===== src/rtl/core/stereo_linked_noise_gate_macros.svh =====
// ----------------------------------------------------------------------------
// Stereo linked noise gate assertion macros
// Shared assertion forms for the noise gate checks.
// ----------------------------------------------------------------------------
`ifndef STEREO_LINKED_NOISE_GATE_MACROS_SVH
`define STEREO_LINKED_NOISE_GATE_MACROS_SVH

// A check that is switched off while reset is asserted.
`define SNG_CHECK(lbl, prop, msg) \
  lbl: assert property (@(posedge clk) disable iff (!rst_n) prop) else $error(msg);

// A check that also covers the reset cycles.
`define SNG_CHECK_RESET(lbl, prop, msg) \
  lbl: assert property (@(posedge clk) prop) else $error(msg);

`endif


===== src/rtl/core/sng_pkg.sv =====
// ----------------------------------------------------------------------------
// Stereo linked noise gate package
// Default widths, register indexes, reset values and sequencer states.
// ----------------------------------------------------------------------------
package sng_pkg;

  localparam int SAMPLE_BITS_DEF = 24;
  localparam int COEF_BITS_DEF   = 16;

  localparam int CFG_INDEX_BITS = 8;
  localparam int CFG_DATA_BITS  = 32;

  localparam int QUEUE_DEPTH = 2;

  // Reset values, given for 16 step bits and 24 sample bits.
  localparam int REF_COEF_BITS    = 16;
  localparam int REF_SAMPLE_BITS  = 24;
  localparam int ATTACK_STEP_RST  = 1350;
  localparam int RELEASE_STEP_RST = 27;
  localparam int OPEN_THRESH_RST  = 83886;
  localparam int CLOSE_THRESH_RST = 59388;

  typedef enum logic [CFG_INDEX_BITS-1:0] {
    REG_ATTACK_STEP  = 8'd0,
    REG_RELEASE_STEP = 8'd1,
    REG_OPEN_THRESH  = 8'd2,
    REG_CLOSE_THRESH = 8'd3
  } cfg_reg_t;

  typedef enum logic [2:0] {
    BK_IDLE,
    BK_ENV,
    BK_GATE,
    BK_GAIN,
    BK_GUPD,
    BK_LEFT,
    BK_RIGHT,
    BK_FIN
  } bk_state_t;

endpackage


===== src/rtl/core/sng_channels.sv =====
// ----------------------------------------------------------------------------
// Stereo linked noise gate channels
// Valid/ready interfaces for samples, results and register writes.
// ----------------------------------------------------------------------------
interface sng_in_if #(
  parameter int SAMPLE_BITS = sng_pkg::SAMPLE_BITS_DEF
) ();
  logic                          valid;
  logic                          ready;
  logic signed [SAMPLE_BITS-1:0] left_in;
  logic signed [SAMPLE_BITS-1:0] right_in;

  modport source (output valid, output left_in, output right_in, input ready);
  modport sink   (input valid, input left_in, input right_in, output ready);
endinterface

interface sng_out_if #(
  parameter int SAMPLE_BITS = sng_pkg::SAMPLE_BITS_DEF,
  parameter int COEF_BITS   = sng_pkg::COEF_BITS_DEF
) ();
  logic                          valid;
  logic                          ready;
  logic signed [SAMPLE_BITS-1:0] left_out;
  logic signed [SAMPLE_BITS-1:0] right_out;
  logic                          is_open;
  logic [COEF_BITS:0]            applied_gain;

  modport source (output valid, output left_out, output right_out, output is_open,
                  output applied_gain, input ready);
  modport sink   (input valid, input left_out, input right_out, input is_open,
                  input applied_gain, output ready);
endinterface

interface sng_cfg_if ();
  import sng_pkg::*;

  logic                      valid;
  logic                      ready;
  logic [CFG_INDEX_BITS-1:0] index;
  logic [CFG_DATA_BITS-1:0]  data;

  modport source (output valid, output index, output data, input ready);
  modport sink   (input valid, input index, input data, output ready);
endinterface


===== src/rtl/core/sng_front.sv =====
// ----------------------------------------------------------------------------
// Stereo linked noise gate front end
// Accepts sample pairs and forms the larger of the two magnitudes.
// ----------------------------------------------------------------------------
module sng_front #(
  parameter int SAMPLE_BITS = sng_pkg::SAMPLE_BITS_DEF
) (
  sng_in_if.sink                  in_ch,
  output logic                    push_valid,
  input  logic                    push_ready,
  output logic signed [SAMPLE_BITS-1:0] push_left,
  output logic signed [SAMPLE_BITS-1:0] push_right,
  output logic [SAMPLE_BITS-1:0]  push_mag
);
  import sng_pkg::*;

  logic signed [SAMPLE_BITS:0] left_x;
  logic signed [SAMPLE_BITS:0] right_x;
  logic signed [SAMPLE_BITS:0] left_abs;
  logic signed [SAMPLE_BITS:0] right_abs;
  logic [SAMPLE_BITS-1:0]      left_mag;
  logic [SAMPLE_BITS-1:0]      right_mag;

  always_comb begin
    left_x    = {in_ch.left_in[SAMPLE_BITS-1], in_ch.left_in};
    right_x   = {in_ch.right_in[SAMPLE_BITS-1], in_ch.right_in};
    left_abs  = left_x[SAMPLE_BITS] ? -left_x : left_x;
    right_abs = right_x[SAMPLE_BITS] ? -right_x : right_x;
    left_mag  = left_abs[SAMPLE_BITS-1:0];
    right_mag = right_abs[SAMPLE_BITS-1:0];
  end

  assign push_valid  = in_ch.valid;
  assign in_ch.ready = push_ready;
  assign push_left   = in_ch.left_in;
  assign push_right  = in_ch.right_in;
  assign push_mag    = (left_mag > right_mag) ? left_mag : right_mag;

endmodule


===== src/rtl/core/sng_queue.sv =====
// ----------------------------------------------------------------------------
// Stereo linked noise gate queue
// Short first-in first-out buffer between the front end and the back end.
// ----------------------------------------------------------------------------
module sng_queue #(
  parameter int WIDTH = 3 * sng_pkg::SAMPLE_BITS_DEF
) (
  input  logic             clk,
  input  logic             rst_n,
  input  logic             s_valid,
  output logic             s_ready,
  input  logic [WIDTH-1:0] s_data,
  output logic             m_valid,
  input  logic             m_ready,
  output logic [WIDTH-1:0] m_data
);
  import sng_pkg::*;

  localparam int PTR_BITS = (QUEUE_DEPTH > 1) ? $clog2(QUEUE_DEPTH) : 1;
  localparam int CNT_BITS = $clog2(QUEUE_DEPTH + 1);
  localparam logic [PTR_BITS-1:0] PTR_LAST = PTR_BITS'(QUEUE_DEPTH - 1);
  localparam logic [CNT_BITS-1:0] CNT_FULL = CNT_BITS'(QUEUE_DEPTH);

  logic [WIDTH-1:0]    slot_r [QUEUE_DEPTH];
  logic [PTR_BITS-1:0] wr_ptr_r;
  logic [PTR_BITS-1:0] wr_ptr_nxt;
  logic [PTR_BITS-1:0] rd_ptr_r;
  logic [PTR_BITS-1:0] rd_ptr_nxt;
  logic [CNT_BITS-1:0] count_r;
  logic [CNT_BITS-1:0] count_nxt;
  logic                push;
  logic                pop;

  assign s_ready = (count_r != CNT_FULL);
  assign m_valid = (count_r != '0);
  assign m_data  = slot_r[rd_ptr_r];
  assign push    = s_valid && s_ready;
  assign pop     = m_valid && m_ready;

  always_comb begin
    wr_ptr_nxt = wr_ptr_r;
    rd_ptr_nxt = rd_ptr_r;
    count_nxt  = count_r;
    if (push) begin
      wr_ptr_nxt = (wr_ptr_r == PTR_LAST) ? '0 : wr_ptr_r + 1'b1;
    end
    if (pop) begin
      rd_ptr_nxt = (rd_ptr_r == PTR_LAST) ? '0 : rd_ptr_r + 1'b1;
    end
    if (push && !pop) begin
      count_nxt = count_r + 1'b1;
    end else if (pop && !push) begin
      count_nxt = count_r - 1'b1;
    end
  end

  always_ff @(posedge clk) begin
    if (!rst_n) begin
      wr_ptr_r <= '0;
      rd_ptr_r <= '0;
      count_r  <= '0;
    end else begin
      wr_ptr_r <= wr_ptr_nxt;
      rd_ptr_r <= rd_ptr_nxt;
      count_r  <= count_nxt;
    end
  end

  always_ff @(posedge clk) begin
    if (push) begin
      slot_r[wr_ptr_r] <= s_data;
    end
  end

endmodule


===== src/rtl/core/sng_back.sv =====
// ----------------------------------------------------------------------------
// Stereo linked noise gate back end
// Envelope, gate and gain sequencer around one shared multiplier, with the
// configuration registers and the result register.
// ----------------------------------------------------------------------------
module sng_back #(
  parameter int SAMPLE_BITS = sng_pkg::SAMPLE_BITS_DEF,
  parameter int COEF_BITS   = sng_pkg::COEF_BITS_DEF
) (
  input  logic                          clk,
  input  logic                          rst_n,
  input  logic                          q_valid,
  output logic                          q_ready,
  input  logic signed [SAMPLE_BITS-1:0] q_left,
  input  logic signed [SAMPLE_BITS-1:0] q_right,
  input  logic [SAMPLE_BITS-1:0]        q_mag,
  sng_cfg_if.sink                       cfg_ch,
  sng_out_if.source                     out_ch
);
  import sng_pkg::*;

  localparam int SB = SAMPLE_BITS;
  localparam int CB = COEF_BITS;
  localparam int AW = (SB + 1 > CB + 2) ? SB + 1 : CB + 2;
  localparam int PW = AW + CB + 2;
  localparam int RW = PW - CB;

  localparam logic [CB:0] GAIN_ONE = {1'b1, {CB{1'b0}}};
  localparam logic signed [PW-1:0] HALF = {{(PW-CB){1'b0}}, 1'b1, {(CB-1){1'b0}}};
  localparam logic signed [PW-1:0] HALF_M1 = {{(PW-CB+1){1'b0}}, {(CB-1){1'b1}}};
  localparam logic signed [RW-1:0] SMAX_W = {{(RW-SB+1){1'b0}}, {(SB-1){1'b1}}};
  localparam logic signed [RW-1:0] SMIN_W = {{(RW-SB+1){1'b1}}, {(SB-1){1'b0}}};

  localparam logic [CB-1:0] ATK_RST = (CB >= REF_COEF_BITS) ?
    CB'(ATTACK_STEP_RST << (CB - REF_COEF_BITS)) :
    CB'(ATTACK_STEP_RST >> (REF_COEF_BITS - CB));
  localparam logic [CB-1:0] REL_RST = (CB >= REF_COEF_BITS) ?
    CB'(RELEASE_STEP_RST << (CB - REF_COEF_BITS)) :
    CB'(RELEASE_STEP_RST >> (REF_COEF_BITS - CB));
  localparam logic [SB-1:0] OPN_RST = (SB >= REF_SAMPLE_BITS) ?
    SB'(OPEN_THRESH_RST << (SB - REF_SAMPLE_BITS)) :
    SB'(OPEN_THRESH_RST >> (REF_SAMPLE_BITS - SB));
  localparam logic [SB-1:0] CLS_RST = (SB >= REF_SAMPLE_BITS) ?
    SB'(CLOSE_THRESH_RST << (SB - REF_SAMPLE_BITS)) :
    SB'(CLOSE_THRESH_RST >> (REF_SAMPLE_BITS - SB));

  // Round to nearest after dropping the step fraction, halves away from zero.
  function automatic logic signed [RW-1:0] rnd(input logic signed [PW-1:0] p);
    logic signed [PW-1:0] s;
    s = p + (p[PW-1] ? HALF_M1 : HALF);
    return s[PW-1:CB];
  endfunction

  function automatic logic signed [SB-1:0] sat(input logic signed [RW-1:0] v);
    logic signed [SB-1:0] res;
    if (v > SMAX_W) begin
      res = SMAX_W[SB-1:0];
    end else if (v < SMIN_W) begin
      res = SMIN_W[SB-1:0];
    end else begin
      res = v[SB-1:0];
    end
    return res;
  endfunction

  bk_state_t st_r;
  bk_state_t st_nxt;

  logic [CB-1:0]        atk_r, atk_nxt;
  logic [CB-1:0]        rel_r, rel_nxt;
  logic [SB-1:0]        opn_r, opn_nxt;
  logic [SB-1:0]        cls_r, cls_nxt;
  logic [SB-1:0]        env_r, env_nxt;
  logic                 gate_r, gate_nxt;
  logic [CB:0]          gain_r, gain_nxt;
  logic                 ov_r, ov_nxt;

  logic signed [SB-1:0] l_r, l_nxt;
  logic signed [SB-1:0] r_r, r_nxt;
  logic [SB-1:0]        m_r, m_nxt;
  logic signed [PW-1:0] prod_r, prod_nxt;
  logic signed [SB-1:0] lo_r, lo_nxt;
  logic signed [SB-1:0] olo_r, olo_nxt;
  logic signed [SB-1:0] oro_r, oro_nxt;
  logic                 oopen_r, oopen_nxt;
  logic [CB:0]          ogain_r, ogain_nxt;

  logic signed [AW-1:0] mul_a;
  logic [CB:0]          mul_b;
  logic signed [RW-1:0] rnd_v;
  logic signed [RW-1:0] env_sum;
  logic signed [RW-1:0] gain_sum;
  logic [SB-1:0]        env_new;

  always_comb begin
    st_nxt    = st_r;
    atk_nxt   = atk_r;
    rel_nxt   = rel_r;
    opn_nxt   = opn_r;
    cls_nxt   = cls_r;
    env_nxt   = env_r;
    gate_nxt  = gate_r;
    gain_nxt  = gain_r;
    ov_nxt    = ov_r;
    l_nxt     = l_r;
    r_nxt     = r_r;
    m_nxt     = m_r;
    lo_nxt    = lo_r;
    olo_nxt   = olo_r;
    oro_nxt   = oro_r;
    oopen_nxt = oopen_r;
    ogain_nxt = ogain_r;
    q_ready   = 1'b0;
    mul_a     = '0;
    mul_b     = '0;

    rnd_v    = rnd(prod_r);
    env_sum  = RW'($signed({1'b0, env_r})) + rnd_v;
    gain_sum = RW'($signed({1'b0, gain_r})) + rnd_v;
    env_new  = env_sum[SB-1:0];

    if (cfg_ch.valid) begin
      case (cfg_reg_t'(cfg_ch.index))
        REG_ATTACK_STEP:  atk_nxt = cfg_ch.data[CB-1:0];
        REG_RELEASE_STEP: rel_nxt = cfg_ch.data[CB-1:0];
        REG_OPEN_THRESH:  opn_nxt = cfg_ch.data[SB-1:0];
        REG_CLOSE_THRESH: cls_nxt = cfg_ch.data[SB-1:0];
        default: ;
      endcase
    end

    if (ov_r && out_ch.ready) begin
      ov_nxt = 1'b0;
    end

    case (st_r)
      BK_IDLE: begin
        if (q_valid) begin
          q_ready = 1'b1;
          st_nxt  = BK_ENV;
        end
      end
      BK_ENV: begin
        mul_a  = AW'($signed({1'b0, m_r})) - AW'($signed({1'b0, env_r}));
        mul_b  = (m_r > env_r) ? {1'b0, atk_r} : {1'b0, rel_r};
        st_nxt = BK_GATE;
      end
      BK_GATE: begin
        env_nxt = env_new;
        if (gate_r) begin
          if (env_new < cls_r) begin
            gate_nxt = 1'b0;
          end
        end else if (env_new > opn_r) begin
          gate_nxt = 1'b1;
        end
        st_nxt = BK_GAIN;
      end
      BK_GAIN: begin
        if (gate_r) begin
          mul_a = AW'($signed({1'b0, GAIN_ONE})) - AW'($signed({1'b0, gain_r}));
          mul_b = {1'b0, atk_r};
        end else begin
          mul_a = -AW'($signed({1'b0, gain_r}));
          mul_b = {1'b0, rel_r};
        end
        st_nxt = BK_GUPD;
      end
      BK_GUPD: begin
        gain_nxt = gain_sum[CB:0];
        st_nxt   = BK_LEFT;
      end
      BK_LEFT: begin
        mul_a  = AW'(l_r);
        mul_b  = gain_r;
        st_nxt = BK_RIGHT;
      end
      BK_RIGHT: begin
        lo_nxt = sat(rnd_v);
        mul_a  = AW'(r_r);
        mul_b  = gain_r;
        st_nxt = BK_FIN;
      end
      BK_FIN: begin
        // The right product is formed again each cycle so that it survives a stall.
        mul_a = AW'(r_r);
        mul_b = gain_r;
        if (!ov_r || out_ch.ready) begin
          ov_nxt    = 1'b1;
          olo_nxt   = lo_r;
          oro_nxt   = sat(rnd_v);
          oopen_nxt = gate_r;
          ogain_nxt = gain_r;
          if (q_valid) begin
            q_ready = 1'b1;
            st_nxt  = BK_ENV;
          end else begin
            st_nxt = BK_IDLE;
          end
        end
      end
      default: begin
        st_nxt = BK_IDLE;
      end
    endcase

    if (q_ready) begin
      l_nxt = q_left;
      r_nxt = q_right;
      m_nxt = q_mag;
    end

    prod_nxt = PW'(mul_a) * PW'($signed({1'b0, mul_b}));
  end

  always_ff @(posedge clk) begin
    if (!rst_n) begin
      st_r <= BK_IDLE;
    end else begin
      st_r <= st_nxt;
    end
  end

  always_ff @(posedge clk) begin
    if (!rst_n) begin
      atk_r  <= ATK_RST;
      rel_r  <= REL_RST;
      opn_r  <= OPN_RST;
      cls_r  <= CLS_RST;
      env_r  <= '0;
      gate_r <= 1'b1;
      gain_r <= GAIN_ONE;
      ov_r   <= 1'b0;
    end else begin
      atk_r  <= atk_nxt;
      rel_r  <= rel_nxt;
      opn_r  <= opn_nxt;
      cls_r  <= cls_nxt;
      env_r  <= env_nxt;
      gate_r <= gate_nxt;
      gain_r <= gain_nxt;
      ov_r   <= ov_nxt;
    end
  end

  always_ff @(posedge clk) begin
    l_r     <= l_nxt;
    r_r     <= r_nxt;
    m_r     <= m_nxt;
    prod_r  <= prod_nxt;
    lo_r    <= lo_nxt;
    olo_r   <= olo_nxt;
    oro_r   <= oro_nxt;
    oopen_r <= oopen_nxt;
    ogain_r <= ogain_nxt;
  end

  assign cfg_ch.ready        = 1'b1;
  assign out_ch.valid        = ov_r;
  assign out_ch.left_out     = olo_r;
  assign out_ch.right_out    = oro_r;
  assign out_ch.is_open      = oopen_r;
  assign out_ch.applied_gain = ogain_r;

endmodule


===== src/rtl/core/stereo_linked_noise_gate.sv =====
// ----------------------------------------------------------------------------
// Stereo linked noise gate
// Linked-channel gate with envelope follower, hysteresis and gain ramp.
// ----------------------------------------------------------------------------
//   channel  direction  beat contents
//   in_ch    sink       left_in, right_in
//   out_ch   source     left_out, right_out, is_open, applied_gain
//   cfg_ch   sink       index, data (register write, always ready)
//
// The back-end sequencer works on one sample pair at a time, with its single
// shared multiplier forming the envelope, gain, left and right products in turn.
// A two-beat queue lets the front end accept pairs while the back end works.
// A finished result waits in the output register; the sequencer stalls in its
// last step only when that register is still full.
// Synchronous reset restores the registers, unity gain and an open gate.
// ----------------------------------------------------------------------------
module stereo_linked_noise_gate #(
  parameter int SAMPLE_BITS = sng_pkg::SAMPLE_BITS_DEF,
  parameter int COEF_BITS   = sng_pkg::COEF_BITS_DEF
) (
  input  logic      clk,
  input  logic      rst_n,
  sng_in_if.sink    in_ch,
  sng_out_if.source out_ch,
  sng_cfg_if.sink   cfg_ch
);
  import sng_pkg::*;
  `include "stereo_linked_noise_gate_macros.svh"

  localparam int QW = 3 * SAMPLE_BITS;
  localparam logic [COEF_BITS:0] GAIN_ONE = {1'b1, {COEF_BITS{1'b0}}};

  logic                          f_valid;
  logic                          f_ready;
  logic signed [SAMPLE_BITS-1:0] f_left;
  logic signed [SAMPLE_BITS-1:0] f_right;
  logic [SAMPLE_BITS-1:0]        f_mag;
  logic [QW-1:0]                 f_data;
  logic                          q_valid;
  logic                          q_ready;
  logic [QW-1:0]                 q_data;

  sng_front #(
    .SAMPLE_BITS (SAMPLE_BITS)
  ) u_front (
    .in_ch      (in_ch),
    .push_valid (f_valid),
    .push_ready (f_ready),
    .push_left  (f_left),
    .push_right (f_right),
    .push_mag   (f_mag)
  );

  assign f_data = {f_left, f_right, f_mag};

  sng_queue #(
    .WIDTH (QW)
  ) u_queue (
    .clk     (clk),
    .rst_n   (rst_n),
    .s_valid (f_valid),
    .s_ready (f_ready),
    .s_data  (f_data),
    .m_valid (q_valid),
    .m_ready (q_ready),
    .m_data  (q_data)
  );

  sng_back #(
    .SAMPLE_BITS (SAMPLE_BITS),
    .COEF_BITS   (COEF_BITS)
  ) u_back (
    .clk     (clk),
    .rst_n   (rst_n),
    .q_valid (q_valid),
    .q_ready (q_ready),
    .q_left  ($signed(q_data[3*SAMPLE_BITS-1:2*SAMPLE_BITS])),
    .q_right ($signed(q_data[2*SAMPLE_BITS-1:SAMPLE_BITS])),
    .q_mag   (q_data[SAMPLE_BITS-1:0]),
    .cfg_ch  (cfg_ch),
    .out_ch  (out_ch)
  );

  `SNG_CHECK(a_gain_range, out_ch.valid |-> out_ch.applied_gain <= GAIN_ONE, "gain above unity")
  `SNG_CHECK(a_mute, (out_ch.valid && out_ch.applied_gain == '0) |-> (out_ch.left_out == '0 && out_ch.right_out == '0), "zero gain passed signal")
  `SNG_CHECK_RESET(a_reset_idle, !rst_n |=> !out_ch.valid, "result offered after reset")

endmodule


===== src/flat_wrapper.sv =====
// flat-port wrapper written by rule: the top's interface ports become plain ports
module stereo_linked_noise_gate_flat import sng_pkg::*;
#(
  parameter int SAMPLE_BITS = sng_pkg::SAMPLE_BITS_DEF,
  parameter int COEF_BITS   = sng_pkg::COEF_BITS_DEF
)
  (clk, rst_n, in_ch_valid, in_ch_left_in, in_ch_right_in, in_ch_ready, out_ch_valid, out_ch_left_out, out_ch_right_out, out_ch_is_open, out_ch_applied_gain, out_ch_ready, cfg_ch_valid, cfg_ch_index, cfg_ch_data, cfg_ch_ready);
  sng_in_if #(.SAMPLE_BITS(SAMPLE_BITS)) in_ch_i ();
  sng_out_if #(.SAMPLE_BITS(SAMPLE_BITS), .COEF_BITS(COEF_BITS)) out_ch_i ();
  sng_cfg_if cfg_ch_i ();
  input  logic clk;
  input  logic rst_n;
  input wire logic [$bits(in_ch_i.valid)-1:0] in_ch_valid;
  input wire logic [$bits(in_ch_i.left_in)-1:0] in_ch_left_in;
  input wire logic [$bits(in_ch_i.right_in)-1:0] in_ch_right_in;
  output wire logic [$bits(in_ch_i.ready)-1:0] in_ch_ready;
  output wire logic [$bits(out_ch_i.valid)-1:0] out_ch_valid;
  output wire logic [$bits(out_ch_i.left_out)-1:0] out_ch_left_out;
  output wire logic [$bits(out_ch_i.right_out)-1:0] out_ch_right_out;
  output wire logic [$bits(out_ch_i.is_open)-1:0] out_ch_is_open;
  output wire logic [$bits(out_ch_i.applied_gain)-1:0] out_ch_applied_gain;
  input wire logic [$bits(out_ch_i.ready)-1:0] out_ch_ready;
  input wire logic [$bits(cfg_ch_i.valid)-1:0] cfg_ch_valid;
  input wire logic [$bits(cfg_ch_i.index)-1:0] cfg_ch_index;
  input wire logic [$bits(cfg_ch_i.data)-1:0] cfg_ch_data;
  output wire logic [$bits(cfg_ch_i.ready)-1:0] cfg_ch_ready;
  assign in_ch_i.valid = in_ch_valid;
  assign in_ch_i.left_in = in_ch_left_in;
  assign in_ch_i.right_in = in_ch_right_in;
  assign in_ch_ready = in_ch_i.ready;
  assign out_ch_valid = out_ch_i.valid;
  assign out_ch_left_out = out_ch_i.left_out;
  assign out_ch_right_out = out_ch_i.right_out;
  assign out_ch_is_open = out_ch_i.is_open;
  assign out_ch_applied_gain = out_ch_i.applied_gain;
  assign out_ch_i.ready = out_ch_ready;
  assign cfg_ch_i.valid = cfg_ch_valid;
  assign cfg_ch_i.index = cfg_ch_index;
  assign cfg_ch_i.data = cfg_ch_data;
  assign cfg_ch_ready = cfg_ch_i.ready;
  stereo_linked_noise_gate #(.SAMPLE_BITS(SAMPLE_BITS), .COEF_BITS(COEF_BITS)) u_core (.clk(clk), .rst_n(rst_n), .in_ch(in_ch_i), .out_ch(out_ch_i), .cfg_ch(cfg_ch_i));
endmodule

===== config.mk =====
export PLATFORM = sky130hd
export DESIGN_NAME = stereo_linked_noise_gate_flat
export DESIGN_NICKNAME = d
export VERILOG_FILES = /design/src/rtl/core/sng_pkg.sv /design/src/rtl/core/sng_channels.sv /design/src/rtl/core/sng_front.sv /design/src/rtl/core/sng_queue.sv /design/src/rtl/core/sng_back.sv /design/src/rtl/core/stereo_linked_noise_gate.sv /design/src/flat_wrapper.sv
export VERILOG_INCLUDE_DIRS = /design/src /design/src/rtl/core
export SDC_FILE = /design/constraint.sdc
export NUM_CORES = 2
export LEC_CHECK = 0
export ABC_CLOCK_PERIOD_IN_PS = 12400
export BUFFER_PORTS_ARGS = -buffer_cell sky130_fd_sc_hd__buf_2
export CAP_MARGIN = 20
export CORE_ASPECT_RATIO = 0.5
export CORE_UTILIZATION = 55
export CTS_BUF_LIST = sky130_fd_sc_hd__clkbuf_4 sky130_fd_sc_hd__clkbuf_8
export CTS_CLUSTER_DIAMETER = 30
export CTS_CLUSTER_SIZE = 25
export DETAILED_ROUTE_END_ITERATION = 8
export GPL_TIMING_DRIVEN = 0
export HOLD_SLACK_MARGIN = 0.03
export PLACE_DENSITY = 0.72
export SYNTH_ARGS = -nofsm -noshare
export SYNTH_HDL_FRONTEND = slang
export SYNTH_SLANG_ARGS = --single-unit

===== constraint.sdc =====
create_clock -name clk -period 12.4 [get_ports clk]
set_input_delay 0 -clock clk [delete_from_list [all_inputs] [get_ports clk]]
set_output_delay 0 -clock clk [all_outputs]
set_load 0.005 [all_outputs]

==> Word-level counts from Yosys, hierarchy flattened <==
Memory sizes are Yosys's and may differ from the RTL's. A register that Yosys moved wholly into a read port is not among the register bits.
Index checks and enable logic that the tools add are counted.
{ "totals": {"regBits": 263, "latch_bits": 0, "ram_bits": 144, "rom_bits": 0, "in_bits": 93, "out_inout_bits": 69, "elab_cells": 102, "n_memories": 1} }
{ "memory_table": {"columns": ["memory", "words", "width", "rd", "rd_ports_with_merged_regs", "write_ports", "line", "source"], "rows": [
  ["u_core.u_queue.slot_r", 2, 72, 1, 1, 1, "sng_queue.sv:24", "logic [WIDTH-1:0] slot_r [QUEUE_DEPTH];"]
]} }
{ "classes": {"n_addsub": 12, "multipliers": 1, "n_div": 0, "n_lt_le_gt_ge": 6, "n_eq_ne": 13, "shift": 0, "muxes": 30, "n_bitwise": 0, "n_reduce_logical": 21} }
{ "ops": {"columns": ["op", "count"], "rows": [
  ["$mux W24", 5],
  ["$pmux W25 S4", 1],
  ["$gt A24 B24 Y1", 3],
  ["$pmux W17 S3", 1],
  ["$mux W16", 3],
  ["$neg A24 Y24", 2],
  ["$add A43 B17 Y43", 1],
  ["$mul A25 B18 Y43", 1],
  ["$gt A27 B24 Y1 const B", 1],
  ["$lt A27 B24 Y1 const B", 1],
  ["$mux W25", 1],
  ["$neg A17 Y25", 1],
  ["$sub A24 B24 Y25", 1],
  ["$add A24 B24 Y24", 1],
  ["$lt A24 B24 Y1", 1],
  ["$pmux W3 S8", 1],
  ["$sub A17 B17 Y18 const A", 1],
  ["$add A17 B17 Y17", 1],
  ["$eq A8 B2 Y1 const B", 2],
  ["$mux W1", 13],
  ["$eq A3 B3 Y1 const B", 4],
  ["$reduce_and A2 Y1", 6],
  ["$eq A8 B1 Y1 const B", 1],
  ["$logic_not A8 Y1", 1],
  ["17 further kinds", 29]
]} }

==> Logic depth before layout (Yosys ltp) <==
{ "logic_depth": {"word_depth": 8, "ltp_mapped": 40, "depth_no_buf": 37} }

==> Hierarchy <==
A second synthesis with hierarchy kept.
{ "unflattened": {"cells_unflattened": 3968, "hier_area_um2": 40067.2} }
{ "by_module_without_submodules": {"columns": ["mod", "instances", "cells_per_inst", "area_per_inst_um2", "seq_area_each_um2"], "rows": [
  ["sng_back", 1, 3429, 32469.9, 8247.9],
  ["sng_queue", 1, 248, 5430.2, 4424.2],
  ["sng_front", 1, 291, 2167.1, 0.0]
]} }

==> Worst setup path before layout <==
OpenSTA, ideal clock, no wires.
{ "synth_path": {"kind": "reg2reg", "startpoint": "reg u_core.u_back.env_r[1]", "endpoint": "reg u_core.u_back.prod_r[36]", "setup_time_ns": 0.072, "arrival_time_ns": 8.682, "required_time_ns": 12.328, "setup_slack_ns": 3.646, "path_stages_with_launch": 37, "cell_sequence": "dfxtp_1 inv_1 ha_1 nor2b_1 o21ai_0 a21boi_1 o21bai_1 nor3b_1 o21a_1 a211o_1 buf_2 and4_4 buf_2 a211oi_2 buf_2 nor2_1 fa_1 inv_1 fa_1 fa_1 inv_1 fa_1 fa_1 inv_1 fa_1 inv_1 ha_1 and4_1 nand3_1 a211o_1 nand2_1 nor4_1 o41a_1 o21ai_0 a21boi_0 o21ai_0 xor2_1"} }
{ "synth_via": {"elab_chain_len": 4, "word_cells_on_any_way": 6} }
{ "synth_lines": {"columns": ["element", "line", "source"], "rows": [
  ["start: declaration", "sng_back.sv:73", "logic [SB-1:0] env_r, env_nxt;"],
  ["start signal: assignment", "sng_back.sv:239", "env_r <= env_nxt;"],
  ["$gt A24 B24 Y1", "sng_back.sv:145", "mul_b = (m_r > env_r) ? {1'b0, atk_r} : {1'b0, rel_r};"],
  ["$mux W16", "sng_back.sv:145", null],
  ["$pmux W17 S3", "sng_back.sv:136", "case (st_r)"],
  ["$mul A25 B18 Y43 *", "sng_back.sv:213", "prod_nxt = PW'(mul_a) * PW'($signed({1'b0, mul_b}));"],
  ["named net u_core.u_back.prod_nxt[36]", "sng_back.sv:81", "logic signed [PW-1:0] prod_r, prod_nxt;"],
  ["end signal: assignment", "sng_back.sv:250", "prod_r <= prod_nxt;"],
  ["end: declaration", "sng_back.sv:81", null]
]} }
Mark *: on every way through the listed nets, which the timed path passes. The rest lies on a longest branch.
A chain may end at the register's enable or synchronous reset.

==> Worst setup path after layout <==
{ "layout_path": {"startpoint": "reg u_core.u_back.env_r[13]", "endpoint": "reg u_core.u_back.prod_r[41]"} }
Same word-level chain as after synthesis.

==> impl_summary.txt <==
----------------------------------------------------
[Synthesis]
  Cell types with the largest area share after synthesis ... edfxtp_1 (23%), fa_1 (21%), dfxtp_1 (8.8%)
  EDFF count, synth ... 306
  Area fraction of the dominant cell type after synthesis ... 0.233
  Post-Synthesis Cell Area ... 39,500 um^2
  Most common cell in the netlist ... inv_1
  Number of register bits inferred by synthesis ... 479
  Async set or reset register ratio after synthesis ... 0
  Yosys Warn Count ... 0
  Most common library cells after synthesis ... inv_1 (623), nand2_1 (487), fa_1 (419)
  Average cell area after synthesis ... 10.0 um^2
  Post-synthesis cell type with the largest combined area ... edfxtp_1
  Net count after synthesis ... 4,708
  Part of the Yosys area used for sequential elements ... 0.320
  Number of library cell types mapped by synthesis ... 88
  Count of mapped cells out of synthesis ... 3,939
  Main flop type after synthesis ... edfxtp_1

[Power and ir drop]
  Combinational share of power ... 0.464
  Part of the power in the clock network ... 0.218
  Pwr per Cell Area ... 153 nW/um^2
  Switching Power ... 2.99 mW
  LEAKAGE ... 19.7 nW
  Internal power ... 3.83 mW
  Proportion of power drawn by flip-flops and latches ... 0.317
  Switching portion of total power ... 0.439
  Worst VDD drop ... 0.117 mV

[Floorplanning]
  Number of top-level pins ... 162
  Area of the core region ... 71,100 um^2
  DIE AREA ... 73,000 um^2
  Width of the die ... 381 um
  Starting utilization of the core area ... 0.556
  DIE HEIGHT ... 191 um
  Std-Cell Rows ... 69

[Worst setup path]
  CP endpoint kind ... register
  Crit path DAT ... 12,180 ps
  Highest-delay cell along the critical path ... clkbuf_1
  Startpoint-to-endpoint class of the critical path ... register to register
  Critical path peak fanout ... 10
  Depth of the worst register-to-register path ... 36
  Startpoint types ... register
  Slowest stage delay, CP ... 880 ps
  Required time at the worst-slack endpoint ... 12,950 ps
  Cell occurring most often along the worst timing path ... fa_1

[Routing]
  Number of DRC markers in iteration 0 ... 3,309
  Post-route DRC violation count ... 5
  Total wire length ... 120,000 um
  Vias post-DR ... 30,981
  Via density ... 5.84
  Detailed-router iteration count before antenna repair ... 9
  Wirelength per Cell ... 22.6 um
  Antenna viol nets, final ... 0

[Run]
  Max-cap viol count ... 0

[Clock tree]
  Number of clock sinks ... 479
  Deepest clock path buffer count ... 3
  CTS Hold Bufs ... 98
  CTS Root Buffer Type ... clkbuf_8
  H-tree levels ... 3
  Post-CTS setup-driven buffer insertion count ... 0
  Number of buffers inserted during clock tree synthesis ... 71
  Clock-pin slew of the registers on the worst-case setup and hold paths ... 80 ps
  Post-cts sizing count ... 0
  Clock latency on the worst-skew pair ... 710 ps
  TritonCTS clock tree ... done

[Run status]
  Run status ... complete, but fails checks
  Violated checks ... DRC

[Cells and area]
  Core utilization of the finished layout ... 0.626
  Fillcell total ... 5,823
  Number of standard cells in the layout, taps in and fillers out ... 5,303
  Nets ... 5,052
  Area growth from synthesis to final layout ... 12.6%
  Cell area after layout ... 44,500 um^2
  Fraction of layout cells with a size suffix above 1 ... 0.112

[Timing]
  Final clock skew ... 76.3 ps
  RSZ-0062 raised after global routing ... no
  Crit share post-route ... 0.938
  Max_slew headroom ... 0.0708
  Timing-limited maximum frequency ... 0.0860 GHz
  Final setup fails ... 0
  Count of pins over their slew limit ... 0
  Sum of negative setup slack ... 0 ps
  Slew of the pin with the lowest slew margin ... 1390 ps
  Tmin final ... 11,630 ps
  Final hold vios ... 0

[Placement]
  RD Place Congestion ... 0.986
  Instance count after placement with tap cells included ... 5,066
  Port buffer count ... 151
  Cell area after placement ... 41,800 um^2
  Half-perimeter wire length of the detailed placement result ... 94,000 um

[Global routing]
  First-pass GRT wire length ... 180,000 um
  Met2 routing resource usage after global routing ... 0.499
  Met1 demand-to-capacity share in global routing ... 0.460
  Total global routing overflow ... 0
  Grt peak-use layer ... met2
  Vias in the first global route ... 30,336
  Antenna violations before repair ... 6
  Largest net degree at the start of global routing ... 50
  Met3 usage ... 0.0799
  Total global-route track usage ... 0.329

[Min path]
  Path class of the lowest-slack min-delay path ... input port to register
  Depth of the worst hold-timing path ... 2

----------------------------------------------------
## kinds of logic after synthesis
group | after synthesis | synth area share
DFF | 479 | 0.320
AOI/OAI and AO/OA | 590 | 0.104
adders and majority gates | 677 | 0.294
muxes | 151 | 0.0412
xor gates and xnor gates | 172 | 0.0381
buffers and inverters | 780 | 0.0758
other | 1 | 0.0000949
and+or+nand+nor | 1089 | 0.126
## stage by stage
step	hold WS (ps)	setup WS, ps	total power [mW]
after detailed placement	241	1020	5.24
final	80.1	766	6.82
after global routing	79.5	241	7.13
after CTS	33.0	1040	6.75
after floorplan	98.9	3650	4.12
after global placement	234	1200	5.14
## cell usage in the layout, fill, tap and decap left out, drive strengths merged, types with 22 or more instances in the layout
master and instances:
dlygate4sd3 98, o21a 24, o211ai 30, inv 645, nand2 488, nand3 55
mux2 91, nor2b 63, buf 218, dfxtp 173, xor2 73, a21boi 50
clkbuf 191, xnor2 99, o31ai 24, o21ai 109, nor2 237, a21o 47
a21oi 122, nand4 32, nor3 32, nand2b 42, fa 419, ha 257
a22o 22, and2 58, mux2i 60, a211o 23, edfxtp 306
## registers in the layout, indices dropped and copies added, names as in the netlist, 2 cells and up
signal / cells
u_core.u_back.atk_r: 16
u_core.u_back.lo_r: 24
u_core.u_back.st_r: 3
u_core.u_back.out_ch.left_out: 24
u_core.u_back.r_r: 24
u_core.u_back.out_ch.applied_gain: 17
u_core.u_back.prod_r: 43
u_core.u_back.cls_r: 24
u_core.u_back.env_r: 24
u_core.u_back.l_r: 24
u_core.u_back.m_r: 24
u_core.u_back.opn_r: 24
u_core.u_back.rel_r: 16
u_core.u_back.out_ch.right_out: 24
u_core.u_queue.count_r: 2
u_core.u_queue.slot_r: 144
u_core.u_back.gain_r: 17
## layout make-up
cell class              instances  area (um^2)  area share
clock buffers                  79         1070      0.0240
diodes                          3         7.51    0.000169
clock inverters                53          584      0.0131
multi-input cells            2680        23900       0.538
plain buffers                 157          656      0.0147
inverters                     623         2340      0.0526
well taps                     958         1200      0.0270
flip-flops and latches        479        12700       0.285
repair buffers                271         2030      0.0457
## routing by layer
layer | vias to the layer above | wire length (um) | share of wire
li1 | 13755 | - | -
met1 | 15354 | 50100 | 0.42
met2 | 1564 | 52300 | 0.44
met3 | 306 | 12900 | 0.11
met4 | 2 | 4590 | 0.038
met5 | - | 11 | 0.000092
## path summary, 6_finish.rpt
check,from,slack (ps),to
worst max-delay path,u_core.u_back.env_r[13]$_SDFFE_PN0P_,770,u_core.u_back.prod_r[41]$_DFF_P_
worst min-delay path,in_ch_left_in[16],80,u_core.u_queue.slot_r[1][64]$_DFFE_PP_
worst max register to register,u_core.u_back.env_r[13]$_SDFFE_PN0P_,770,u_core.u_back.prod_r[41]$_DFF_P_
worst min register to register,u_core.u_back.lo_r[16]$_DFFE_PP_,420,u_core.u_back.out_ch.left_out[16]$_DFFE_PP_
## power by group through the flow
stage               Sequential, mW  Combinational, mW  Clock (mW)
floorplan                     2.17               1.95           0
global placement              2.22               2.92           0
detailed placement            2.20               3.05           0
CTS                           2.16               3.09        1.50
global route                  2.18               3.39        1.56
finish                        2.16               3.17        1.49
## critical path, delay by kind of cell, from the launching register on
family	cells	cell delay [ps]
fa+ha+maj	8	3810
flops	1	400
simple gates	13	1960
compound gates	6	2780
buf+inv	9	2520
(Power assumes the default switching activity.)
